--- src/rtl/pptsc_pkg.sv ---
`timescale 1ns / 1ps
package pptsc_pkg;

   localparam int TilePixels     = 16;
   localparam int MaxRingColumns = 32;

   localparam int RingW   = 6;
   localparam int StepW   = 4;
   localparam int CameraW = 8;
   localparam int DelayW  = 8;
   localparam int PhaseW  = 4;
   localparam int SlotW   = 5;
   localparam int CsrIdxW = 2;
   localparam int CsrDatW = 8;

   localparam logic [CsrIdxW-1:0] CsrRingColumns  = 2'd0;
   localparam logic [CsrIdxW-1:0] CsrPixelStep    = 2'd1;
   localparam logic [CsrIdxW-1:0] CsrMaxCamera    = 2'd2;
   localparam logic [CsrIdxW-1:0] CsrDelayFrames  = 2'd3;

   localparam logic [RingW-1:0]   RingColumnsRst  = 6'd12;
   localparam logic [StepW-1:0]   PixelStepRst    = 4'd2;
   localparam logic [CameraW-1:0] MaxCameraRst    = 8'd212;
   localparam logic [DelayW-1:0]  DelayFramesRst  = 8'd2;

   typedef struct packed {
      logic [RingW-1:0]   ring_columns;
      logic [StepW-1:0]   pixel_step;
      logic [CameraW-1:0] max_camera_tile;
      logic [DelayW-1:0]  delay_frames;
   } cfg_type;

   typedef struct packed {
      logic               load_request;
      logic [SlotW-1:0]   load_slot;
      logic [CameraW-1:0] load_world_column;
      logic [CameraW-1:0] camera_tile;
      logic [PhaseW-1:0]  phase_out;
      logic [SlotW-1:0]   head_out;
      logic               position_update;
      logic               moving_right;
   } result_type;

endpackage

--- src/rtl/ping_pong_tile_scroll_controller_core.sv ---
`timescale 1ns / 1ps
// Tile column ring scroller. Each frame tick beat yields exactly one result beat
// holding the camera tile, pixel phase, ring head, direction and any column load
// request. A beat passes through the input register, then the result register; the
// single state update between them lets a new tick in every cycle unless rsp_stall
// holds back a full pipeline. Registers are written through the csr port, which is
// always ready; the user must write them only while no beat is in flight (not enforced).
module ping_pong_tile_scroll_controller_core (
   input  logic                          clock,
   input  logic                          reset,
   input  logic                          req_valid,
   output logic                          req_stall,
   input  logic                          req_frame_tick,
   output logic                          rsp_valid,
   input  logic                          rsp_stall,
   output logic                          rsp_load_request,
   output logic [4:0]                    rsp_load_slot,
   output logic [7:0]                    rsp_load_world_column,
   output logic [7:0]                    rsp_camera_tile,
   output logic [3:0]                    rsp_phase_out,
   output logic [4:0]                    rsp_head_out,
   output logic                          rsp_position_update,
   output logic                          rsp_moving_right,
   input  logic                          csr_valid,
   output logic                          csr_ready,
   input  logic [pptsc_pkg::CsrIdxW-1:0] csr_index,
   input  logic [pptsc_pkg::CsrDatW-1:0] csr_data
);
   import pptsc_pkg::*;

   cfg_type    cfg;
   result_type result;
   result_type out_ff;
   logic       in_valid_ff;
   logic       in_tick_ff;
   logic       out_valid_ff;
   logic       out_adv;
   logic       in_adv;

   assign csr_ready = 1'b1;
   assign out_adv   = !out_valid_ff || !rsp_stall;
   assign in_adv    = !in_valid_ff || out_adv;
   assign req_stall = !in_adv;

   pptsc_csr u_csr (
      .clock    (clock),
      .reset    (reset),
      .wr_en    (csr_valid && csr_ready),
      .wr_index (csr_index),
      .wr_data  (csr_data),
      .cfg      (cfg)
   );

   pptsc_step u_step (
      .clock  (clock),
      .reset  (reset),
      .fire   (in_valid_ff && out_adv),
      .tick   (in_tick_ff),
      .cfg    (cfg),
      .result (result)
   );

   always_ff @(posedge clock) begin
      if (reset) begin
         in_valid_ff  <= 1'b0;
         out_valid_ff <= 1'b0;
      end else begin
         if (in_adv) begin
            in_valid_ff <= req_valid;
         end
         if (out_adv) begin
            out_valid_ff <= in_valid_ff;
         end
      end
   end

   always_ff @(posedge clock) begin
      if (in_adv && req_valid) begin
         in_tick_ff <= req_frame_tick;
      end
      if (out_adv && in_valid_ff) begin
         out_ff <= result;
      end
   end

   assign rsp_valid             = out_valid_ff;
   assign rsp_load_request      = out_ff.load_request;
   assign rsp_load_slot         = out_ff.load_slot;
   assign rsp_load_world_column = out_ff.load_world_column;
   assign rsp_camera_tile       = out_ff.camera_tile;
   assign rsp_phase_out         = out_ff.phase_out;
   assign rsp_head_out          = out_ff.head_out;
   assign rsp_position_update   = out_ff.position_update;
   assign rsp_moving_right      = out_ff.moving_right;

endmodule

--- src/rtl/pptsc_csr.sv ---
`timescale 1ns / 1ps
module pptsc_csr (
   input  logic                          clock,
   input  logic                          reset,
   input  logic                          wr_en,
   input  logic [pptsc_pkg::CsrIdxW-1:0] wr_index,
   input  logic [pptsc_pkg::CsrDatW-1:0] wr_data,
   output pptsc_pkg::cfg_type            cfg
);
   import pptsc_pkg::*;

   cfg_type cfg_ff;
   cfg_type cfg_in;

   always_comb begin
      cfg_in = cfg_ff;
      if (wr_en) begin
         case (wr_index)
            CsrRingColumns: cfg_in.ring_columns    = wr_data[RingW-1:0];
            CsrPixelStep:   cfg_in.pixel_step      = wr_data[StepW-1:0];
            CsrMaxCamera:   cfg_in.max_camera_tile = wr_data[CameraW-1:0];
            CsrDelayFrames: cfg_in.delay_frames    = wr_data[DelayW-1:0];
            default:        cfg_in = cfg_ff;
         endcase
      end
   end

   always_ff @(posedge clock) begin
      if (reset) begin
         cfg_ff.ring_columns    <= RingColumnsRst;
         cfg_ff.pixel_step      <= PixelStepRst;
         cfg_ff.max_camera_tile <= MaxCameraRst;
         cfg_ff.delay_frames    <= DelayFramesRst;
      end else begin
         cfg_ff <= cfg_in;
      end
   end

   assign cfg = cfg_ff;

endmodule

--- src/rtl/pptsc_step.sv ---
`timescale 1ns / 1ps
module pptsc_step (
   input  logic                  clock,
   input  logic                  reset,
   input  logic                  fire,
   input  logic                  tick,
   input  pptsc_pkg::cfg_type    cfg,
   output pptsc_pkg::result_type result
);
   import pptsc_pkg::*;

   logic [CameraW-1:0] camera_ff, camera_in;
   logic [PhaseW-1:0]  phase_ff, phase_in;
   logic [SlotW-1:0]   head_ff, head_in;
   logic               right_ff, right_in;
   logic [DelayW-1:0]  delay_ff, delay_in;

   logic [RingW-1:0]   ring_n;
   logic [RingW-1:0]   head_inc;
   logic [PhaseW:0]    phase_sum;
   logic               req;
   logic [SlotW-1:0]   slot;
   logic [CameraW-1:0] wcol;
   logic               upd;

   always_comb begin
      if (cfg.ring_columns == '0) begin
         ring_n = RingW'(1);
      end else if (cfg.ring_columns > RingW'(MaxRingColumns)) begin
         ring_n = RingW'(MaxRingColumns);
      end else begin
         ring_n = cfg.ring_columns;
      end
   end

   always_comb begin
      camera_in = camera_ff;
      phase_in  = phase_ff;
      head_in   = head_ff;
      right_in  = right_ff;
      delay_in  = delay_ff;
      req       = 1'b0;
      slot      = '0;
      wcol      = '0;
      upd       = 1'b0;
      head_inc  = {1'b0, head_ff} + RingW'(1);
      phase_sum = {1'b0, phase_ff} + {1'b0, cfg.pixel_step};
      if (tick) begin
         if (delay_ff != '0) begin
            delay_in = delay_ff - DelayW'(1);
         end else begin
            delay_in = cfg.delay_frames;
            upd      = 1'b1;
            if (right_ff) begin
               if (camera_ff >= cfg.max_camera_tile && phase_ff == '0) begin
                  right_in = 1'b0;
               end else if (phase_sum >= (PhaseW+1)'(TilePixels)) begin
                  phase_in  = '0;
                  camera_in = camera_ff + CameraW'(1);
                  head_in   = (head_inc >= ring_n) ? '0 : head_inc[SlotW-1:0];
                  slot      = (head_in == '0) ? SlotW'(ring_n - RingW'(1))
                                              : head_in - SlotW'(1);
                  wcol      = camera_in + CameraW'(ring_n) - CameraW'(1);
                  req       = 1'b1;
               end else begin
                  phase_in = phase_sum[PhaseW-1:0];
               end
            end else begin
               if (camera_ff == '0 && phase_ff == '0) begin
                  right_in = 1'b1;
               end else if (phase_ff == '0) begin
                  camera_in = camera_ff - CameraW'(1);
                  if (head_ff == '0 || {1'b0, head_ff} >= ring_n) begin
                     head_in = SlotW'(ring_n - RingW'(1));
                  end else begin
                     head_in = head_ff - SlotW'(1);
                  end
                  slot     = head_in;
                  wcol     = camera_in;
                  req      = 1'b1;
                  phase_in = (cfg.pixel_step != '0)
                           ? PhaseW'((PhaseW+1)'(TilePixels) - {1'b0, cfg.pixel_step})
                           : '0;
               end else begin
                  phase_in = (cfg.pixel_step > phase_ff) ? '0
                                                         : phase_ff - cfg.pixel_step;
               end
            end
         end
      end
   end

   always_ff @(posedge clock) begin
      if (reset) begin
         camera_ff <= '0;
         phase_ff  <= '0;
         head_ff   <= '0;
         right_ff  <= 1'b1;
         delay_ff  <= DelayFramesRst;
      end else if (fire) begin
         camera_ff <= camera_in;
         phase_ff  <= phase_in;
         head_ff   <= head_in;
         right_ff  <= right_in;
         delay_ff  <= delay_in;
      end
   end

   always_comb begin
      result.load_request      = req;
      result.load_slot         = slot;
      result.load_world_column = wcol;
      result.camera_tile       = camera_in;
      result.phase_out         = phase_in;
      result.head_out          = head_in;
      result.position_update   = upd;
      result.moving_right      = right_in;
   end

endmodule

--- config.mk ---
export PLATFORM = sky130hd
export DESIGN_NAME = ping_pong_tile_scroll_controller_core
export DESIGN_NICKNAME = d
export VERILOG_FILES = /design/src/rtl/pptsc_pkg.sv /design/src/rtl/ping_pong_tile_scroll_controller_core.sv /design/src/rtl/pptsc_csr.sv /design/src/rtl/pptsc_step.sv
export SDC_FILE = /design/constraint.sdc
export NUM_CORES = 1
export LEC_CHECK = 0
export ABC_AREA = 1
export BUFFER_PORTS_ARGS = -buffer_cell sky130_fd_sc_hd__buf_4
export CAP_MARGIN = 20
export CORE_MARGIN = 2
export CORE_UTILIZATION = 60
export CTS_BUF_LIST = sky130_fd_sc_hd__clkbuf_8
export CTS_CLUSTER_SIZE = 20
export DETAILED_ROUTE_END_ITERATION = 6
export GPL_ROUTABILITY_DRIVEN = 1
export PLACE_DENSITY_LB_ADDON = 0.1
export SYNTH_ARGS = -nofsm -noshare
export SYNTH_HDL_FRONTEND = slang
export SYNTH_SLANG_ARGS = --single-unit
--- constraint.sdc ---
create_clock -name clock -period 5.45 [get_ports clock]
set_input_delay 0.545 -clock clock [delete_from_list [all_inputs] [get_ports clock]]
set_output_delay 0.545 -clock clock [all_outputs]
set_load 0.1 [all_outputs]
==> impl_metrics.tcl, run 1 <==
set metrics [dict create \
    viasPerCell 5.520 \
    maxSlewHeadroom 0.4378 \
    r2r_endpoint "rsp_load_world_column[7]" \
    synthesized_cell_area_sq_um 6026 \
    worst_setup_hold_path_clk_slew_ns 0.09 \
    pwr_density_cell_nw_per_um2 260.9 \
    synthAdderAreaFrac 0.1117 \
    layout-drive-gt1-share 0.1045 \
    post-route-min-period_ns 3.108 \
    most-common-layout-cells "sky130_fd_sc_hd__nand2_1 (195), sky130_fd_sc_hd__inv_1 (124), sky130_fd_sc_hd__nand3_1 (73)" \
    largest_net_degree_at_the_start_of_global_routing 37 \
    timing.final.max_slew_violations 0 \
    place.gp.congestion 0.9652 \
    synth-async-reset-ratio 0 \
    cts_sinks 88 \
    ir_worst_vdd_v 0.0001474 \
    grt_remaining_overflow 0 \
    root_buffer "sky130_fd_sc_hd__clkbuf_8" \
    post-synth-top-area-cell "sky130_fd_sc_hd__dfxtp_1" \
    postCtsSetupBuffers 0 \
    worst_reg2reg_startpoint "u_step.camera_ff[0]" \
    synth_xor_area_frac 0.03343 \
    switching_share 0.3715 \
    synth.ff_latch_count 88 \
    r2r.worst_path.cells 15 \
    core_region_area_sq_um 9774 \
    cts_buffer_depth 2 \
    synth.yosys.seq_area_share 0.3488 \
    post_cts_resize_count 0 \
    setup.worst_path.class "flip-flop to flip-flop" \
    antenna-diode-count 0 \
    drt-wirelength-per-cell_um 15.17 \
    synth_compound_area_frac 0.1356 \
    cts_tree "yes" \
    worst_clock_skew_ns 0.008713 \
    end_kind "flip-flop" \
    mostFrequentLayoutCell "sky130_fd_sc_hd__nand2_1" \
    area_taken_by_flip_flops_and_latches_sq_um 2102 \
    synth_edf_count 34 \
    synthCells 838 \
    finalWorstSetupSlack_ns 2.342 \
    worst_setup_start_kind "flip-flop" \
    io_pins 52 \
    synth_nets 906 \
    muxShareOfSynthArea 0 \
    crit_share_post_route 0.5703 \
    pre_cts_ws_ns 2.439 \
    failing_checks "DRC" \
    status "finished, violations left" \
    ant_nets 0 \
    place.detailed.hpwl_um 11630 \
    tightest_slew_ns 0.8422 \
    leakagePower_nw 3.248 \
    dr.first_iter.drc_count 501 \
    clockPowerShare 0.259 \
    htree_levels 3 \
    synth_top_family_by_area "simple AND/OR/NAND/NOR gates" \
    die_y_um 104.2 \
    worst_skew_pair.late_latency_ns 0.36 \
    share_comb_of_total_power 0.303 \
    worst_hold_path_type "input port to flip-flop" \
    min-delay-start "req_frame_tick" \
    drtPass1Iterations 7 \
    fin_total_pwr_mw 1.734 \
    grt_antenna_before_repair 0 \
    ys.flop_type "sky130_fd_sc_hd__dfxtp_1" \
    start_util 0.6165 \
    final_net_count 943 \
    cts_buffers 9 \
    yosys_warnings 0 \
    syn-mean-instance-area_sq_um 7.191 \
    area_of_combinational_cells_with_multiple_inputs_sq_um 3286 \
    final.setup.tns_ns 0 \
    finalHoldViolations 0 \
    internal-power_mw 1.090 \
    drt-total-wl_um 15360 \
    grt_pass1_vias 5321 \
    fmaxAchievable_mhz 321.8 \
    synthToLayoutAreaGrowth_pct 10.28 \
    final_area_sq_um 6645 \
    worst-path-max-fanout 8 \
    hold-worst-slack_ns 0.3556 \
    global_route.usage.total 0.2896 \
    yosysUniqueCellTypes 40 \
    placedInstanceArea_sq_um 6456 \
    filler_cell_count 842 \
    drc_violation_count_after_routing 2 \
    whs_path_cells 1 \
    floorplan.rows 36 \
    timing.hold.worst_endpoint "in_tick_ff" \
    number_of_setup_violations_in_the_final_report 0 \
    r2r_slack_ns 2.34 \
    switching_power_mw 0.6440 \
    dieWidth_um 104.2 \
    flop_pwr_share 0.437 \
    required_ns 5.54 \
    rsz_0062_raised_after_global_routing "no" \
    worst_ep_arrival_time_ns 3.20 \
    post_cts_hold_buffer_count 0 \
    drv.max_cap_violation_count 0 \
    netlist_top_cells_area "sky130_fd_sc_hd__dfxtp_1 (18%), sky130_fd_sc_hd__edfxtp_1 (17%), sky130_fd_sc_hd__nand2_1 (12%)" \
    synth.top_cell.area_share 0.1794 \
    io_buffers 50 \
    post_synth_and_or_nand_nor_area_fraction 0.2639 \
    wire_length_of_the_first_global_routing_pass_um 25310 \
    route.vias.total 5592 \
    dieArea_sq_um 10860 \
]
## critical path, cell delays in order (launching register included)
cell and delay [ns]:
sky130_fd_sc_hd__dfxtp_1 0.48, sky130_fd_sc_hd__inv_1 0.22, sky130_fd_sc_hd__ha_1 0.34, sky130_fd_sc_hd__inv_1 0.07, sky130_fd_sc_hd__ha_1 0.27, sky130_fd_sc_hd__inv_1 0.04, sky130_fd_sc_hd__ha_1 0.21, sky130_fd_sc_hd__fa_1 0.40
sky130_fd_sc_hd__a21oi_1 0.14, sky130_fd_sc_hd__o21ai_0 0.10, sky130_fd_sc_hd__nand2_1 0.09, sky130_fd_sc_hd__nand2_1 0.07, sky130_fd_sc_hd__a21oi_1 0.13, sky130_fd_sc_hd__nand2_1 0.07, sky130_fd_sc_hd__a31oi_1 0.16, sky130_fd_sc_hd__nor2_1 0.05
## Yosys cell counts, types with 3 or more instances
cell	instances
sky130_fd_sc_hd__o21ai_1	3
sky130_fd_sc_hd__edfxtp_1	34
sky130_fd_sc_hd__o211ai_1	11
sky130_fd_sc_hd__clkbuf_1	13
sky130_fd_sc_hd__nor2_1	63
sky130_fd_sc_hd__nand3b_1	3
sky130_fd_sc_hd__a31oi_1	3
sky130_fd_sc_hd__o21ai_0	52
sky130_fd_sc_hd__nor2_2	4
sky130_fd_sc_hd__o21ai_2	3
sky130_fd_sc_hd__xor2_1	19
sky130_fd_sc_hd__nand3_1	73
sky130_fd_sc_hd__buf_2	5
sky130_fd_sc_hd__ha_1	49
sky130_fd_sc_hd__nand2_2	3
sky130_fd_sc_hd__nor3_1	5
sky130_fd_sc_hd__nand3_2	4
sky130_fd_sc_hd__buf_4	4
sky130_fd_sc_hd__inv_2	5
sky130_fd_sc_hd__buf_6	4
sky130_fd_sc_hd__inv_1	123
sky130_fd_sc_hd__xnor2_1	4
sky130_fd_sc_hd__a21oi_1	69
sky130_fd_sc_hd__dfxtp_1	54
sky130_fd_sc_hd__fa_1	3
sky130_fd_sc_hd__nand2_1	195
sky130_fd_sc_hd__o31ai_1	4
sky130_fd_sc_hd__nand4_1	11
## how the worst max path moves through the flow
stage	startpoint	slack, ns	end	depth (start not counted)
after floorplan	rsp_valid	2.44	in_tick_ff	5
after global placement	u_step.camera_ff[0]	2.48	rsp_load_world_column[7]	15
after detailed placement	u_step.head_ff[0]	2.44	rsp_load_slot[2]	17
after CTS	u_step.camera_ff[0]	2.42	rsp_load_world_column[7]	15
after global routing	u_step.head_ff[0]	2.14	rsp_load_slot[2]	17
final	u_step.camera_ff[0]	2.34	rsp_load_world_column[7]	15
## registers in the layout, indices dropped and copies added (netlist names), 4 cells and up
register               cells
u_step.head_ff             5
u_step.phase_ff            4
rsp_camera_tile            8
u_step.camera_ff           8
rsp_load_slot              5
u_step.delay_ff            8
rsp_head_out               5
rsp_load_world_column      8
rsp_phase_out              4
u_csr.cfg                 26
## per-stage QoR
| step | utilization | instances |
|---|---|---|
| 3_3_place_gp | 0.6577 | 996 |
| 6_report | 0.6799 | 1013 |
| 3_5_place_dp | 0.6605 | 997 |
| 4_1_cts | 0.6799 | 1013 |
| 5_1_grt | 0.6799 | 1013 |
| 2_1_floorplan | - | 838 |
## logic make-up after synthesis
| group | after synthesis |
|---|---|
| flip-flops | 88 |
| XOR/XNOR | 23 |
| AO/OA/AOI/OAI | 150 |
| other | 1 |
| adder cells (fa/ha/maj) | 52 |
| AND/OR/NAND/NOR | 368 |
| buffers and inverters | 156 |
## final cells by class
type,instances,area share
sequential,88,0.3163
multi-input combinational,594,0.4944
clock buffer,9,0.01864
timing repair buffer,53,0.06289
clock inverter,7,0.009791
tap,133,0.02504
inverter,129,0.07287
## power groups by stage
| stage | Sequential [mW] | Clock, mW | Combinational [mW] |
|---|---|---|---|
| floorplan | 0.851 | 0 | 0.321 |
| global placement | 0.771 | 0 | 0.509 |
| detailed placement | 0.772 | 0 | 0.518 |
| CTS | 0.757 | 0.455 | 0.521 |
| global route | 0.762 | 0.487 | 0.584 |
| finish | 0.758 | 0.450 | 0.526 |
## per-layer routing
layer	vias to the layer above	global-route usage	part of all wire
met5	-	0	0
met1	2491	0.3828	0.45
li1	2824	-	-
met4	0	0.1486	0.042
met2	230	0.4723	0.45
met3	47	0.02945	0.058
(Power assumes the default switching activity.)
==> run 2: changes to the inputs <==
--- a/config.mk
+++ b/config.mk
@@ -9,7 +9,7 @@
 export BUFFER_PORTS_ARGS = -buffer_cell sky130_fd_sc_hd__buf_4
 export CAP_MARGIN = 20
 export CORE_MARGIN = 2
-export CORE_UTILIZATION = 60
+export CORE_UTILIZATION = 56
 export CTS_BUF_LIST = sky130_fd_sc_hd__clkbuf_8
 export CTS_CLUSTER_SIZE = 20
 export DETAILED_ROUTE_END_ITERATION = 6
==> constraint.sdc (replaced) <==
create_clock -name clock -period 2.5 [get_ports clock]
set_input_delay 0.25 -clock clock [delete_from_list [all_inputs] [get_ports clock]]
set_output_delay 0.25 -clock clock [all_outputs]
set_load 0.1 [all_outputs]
==> impl_metrics.tcl, run 2 (same netlist as run 1, synthesis figures left out) <==
set metrics [dict create \
    antenna-diode-count 0 \
    dieArea_sq_um 11610 \
    ir_worst_vdd_v 0.0004420 \
    floorplan.rows 37 \
    worst_hold_path_type "input port to flip-flop" \
    r2r.worst_path.cells 15 \
    fin_total_pwr_mw 4.382 \
    maxSlewHeadroom 0.5660 \
    htree_levels 3 \
    setup.worst_path.class "flip-flop to flip-flop" \
    grt_antenna_before_repair 0 \
    switching_power_mw 1.623 \
    grt_remaining_overflow 0 \
    grt_pass1_vias 5868 \
    wire_length_of_the_first_global_routing_pass_um 27790 \
    finalHoldViolations 0 \
    crit_share_post_route 1.054 \
    rsz_0062_raised_after_global_routing "yes" \
    largest_register_ffs 26 \
    cts_sinks 88 \
    mostFrequentLayoutCell "sky130_fd_sc_hd__nand2_1" \
    finalWorstSetupSlack_ns -0.1360 \
    route.vias.total 6123 \
    core_region_area_sq_um 10370 \
    end_kind "flip-flop" \
    timing.hold.worst_endpoint "in_tick_ff" \
    post-route-min-period_ns 2.636 \
    dieWidth_um 107.7 \
    synthToLayoutAreaGrowth_pct 30.65 \
    dr.first_iter.drc_count 462 \
    drt-wirelength-per-cell_um 16.28 \
    ant_nets 0 \
    number_of_setup_violations_in_the_final_report 6 \
    tightest_slew_ns 0.6460 \
    most-common-layout-cells "sky130_fd_sc_hd__nand2_1 (173), sky130_fd_sc_hd__buf_4 (121), sky130_fd_sc_hd__inv_1 (112)" \
    required_ns 2.63 \
    final_net_count 1023 \
    share_comb_of_total_power 0.363 \
    filler_cell_count 747 \
    layout-drive-gt1-share 0.2854 \
    worst_clock_skew_ns 0.01397 \
    flop_pwr_share 0.375 \
    timing.final.max_slew_violations 0 \
    leakagePower_nw 3.715 \
    whs_path_cells 1 \
    die_y_um 107.7 \
    final.setup.tns_ns -0.2821 \
    placed_cells 1059 \
    drtPass1Iterations 6 \
    placedInstanceArea_sq_um 6977 \
    failing_checks "setup timing" \
    worst_ep_arrival_time_ns 2.76 \
    global_route.usage.total 0.3060 \
    clockPowerShare 0.263 \
    switching_share 0.3703 \
    io_pins 52 \
    final_area_sq_um 7873 \
    r2r_endpoint "rsp_load_world_column[7]" \
    worst_setup_start_kind "flip-flop" \
    instances_no_fill 1096 \
    status "finished, violations left" \
    worst_reg2reg_startpoint "u_step.camera_ff[1]" \
    worst-path-max-fanout 3 \
    drc_violation_count_after_routing 0 \
    worst_setup_hold_path_clk_slew_ns 0.10 \
    internal-power_mw 2.759 \
    cts_buffers 9 \
    r2r_slack_ns -0.14 \
    worst_skew_pair.late_latency_ns 0.38 \
    min-delay-start "req_frame_tick" \
    place.detailed.hpwl_um 12260 \
    place.gp.congestion 0.9818 \
    fmaxAchievable_mhz 379.4 \
    largest_net_degree_at_the_start_of_global_routing 65 \
    drt-total-wl_um 17840 \
    cts_buffer_depth 2 \
    pre_cts_ws_ns -0.1540 \
    cts_tree "yes" \
    io_buffers 50 \
    viasPerCell 5.587 \
    post_cts_hold_buffer_count 0 \
    root_buffer "sky130_fd_sc_hd__clkbuf_8" \
    pwr_density_cell_nw_per_um2 556.6 \
    drv.max_cap_violation_count 0 \
    start_util 0.5811 \
]
-- run 2: cell count changes in the layout (fill, tap and decap cells not counted), sizes merged --
cell	delta
clkinv	-1
inv	-1
buf	+80
bufinv	+1
clkbuf	+1
-- run 2: repair_timing --
action | CTS | global route
setup buffers | 17 | 7
gates resized for setup | 29 | 99
pin swaps | 23 | 44
hold endpoints to repair | 0 | 0
endpoints found under the setup margin | 8 | 25
-- run 2: critical path, stage by stage, from the launching register on --
cell and delay, ns:
sky130_fd_sc_hd__dfxtp_4 0.40, sky130_fd_sc_hd__inv_4 0.04, sky130_fd_sc_hd__ha_4 0.25, sky130_fd_sc_hd__inv_2 0.05, sky130_fd_sc_hd__ha_4 0.26, sky130_fd_sc_hd__inv_4 0.03
sky130_fd_sc_hd__ha_4 0.15, sky130_fd_sc_hd__fa_2 0.36, sky130_fd_sc_hd__a21oi_2 0.17, sky130_fd_sc_hd__o21ai_2 0.08, sky130_fd_sc_hd__nand2_1 0.10, sky130_fd_sc_hd__nand2_1 0.08
sky130_fd_sc_hd__a21oi_1 0.14, sky130_fd_sc_hd__nand2_1 0.07, sky130_fd_sc_hd__a31oi_1 0.13, sky130_fd_sc_hd__nor2_1 0.05
-- run 2: through the flow --
stage,util,hold slack (ns)
3_5_place_dp,0.6728,0.4342
2_1_floorplan,-,0.3489
3_3_place_gp,0.6728,0.4299
6_report,0.7592,0.04692
5_1_grt,0.7592,0.03869
4_1_cts,0.7183,0.03742
-- run 2: routing by layer --
layer / wire length, um / global-route usage / vias to the layer above
met2: 8706 / 0.5144 / 284
met5: 0 / 0 / -
met4: 622 / 0.1511 / 0
met1: 7054 / 0.3797 / 2798
met3: 1456 / 0.04903 / 59
li1: - / - / 2982
-- run 2: worst max-delay path by stage --
stage / from / to / slack, ns / cells past startpoint
after floorplan: rsp_valid / in_tick_ff / -0.03 / 5
after global placement: u_csr.cfg[22] / rsp_load_world_column[7] / -0.06 / 16
after detailed placement: u_csr.cfg[20] / rsp_load_world_column[7] / -0.15 / 16
after CTS: u_csr.cfg[21] / rsp_load_world_column[7] / -0.07 / 16
after global routing: u_csr.cfg[20] / rsp_load_world_column[7] / -0.19 / 16
final: u_step.camera_ff[1] / rsp_load_world_column[7] / -0.14 / 15
-- run 2: cell type report --
cell class	count	area, sq um	area share
multi-input combinational	594	3770	0.4789
sequential	88	2136	0.2713
timing repair buffer	133	1079	0.1370
inverter	129	496.7	0.06310
tap	136	170.2	0.02161
clock buffer	10	137.6	0.01748
clock inverter	6	83.83	0.01065
-- run 2: power groups by stage --
| stage | Sequential [mW] | Combinational (mW) | Clock (mW) |
|---|---|---|---|
| after detailed placement | 1.67 | 1.31 | 0 |
| final | 1.64 | 1.59 | 1.15 |
| after floorplan | 1.86 | 0.718 | 0 |
| after global routing | 1.65 | 1.71 | 1.21 |
| after CTS | 1.64 | 1.41 | 1.16 |
| after global placement | 1.66 | 1.28 | 0 |
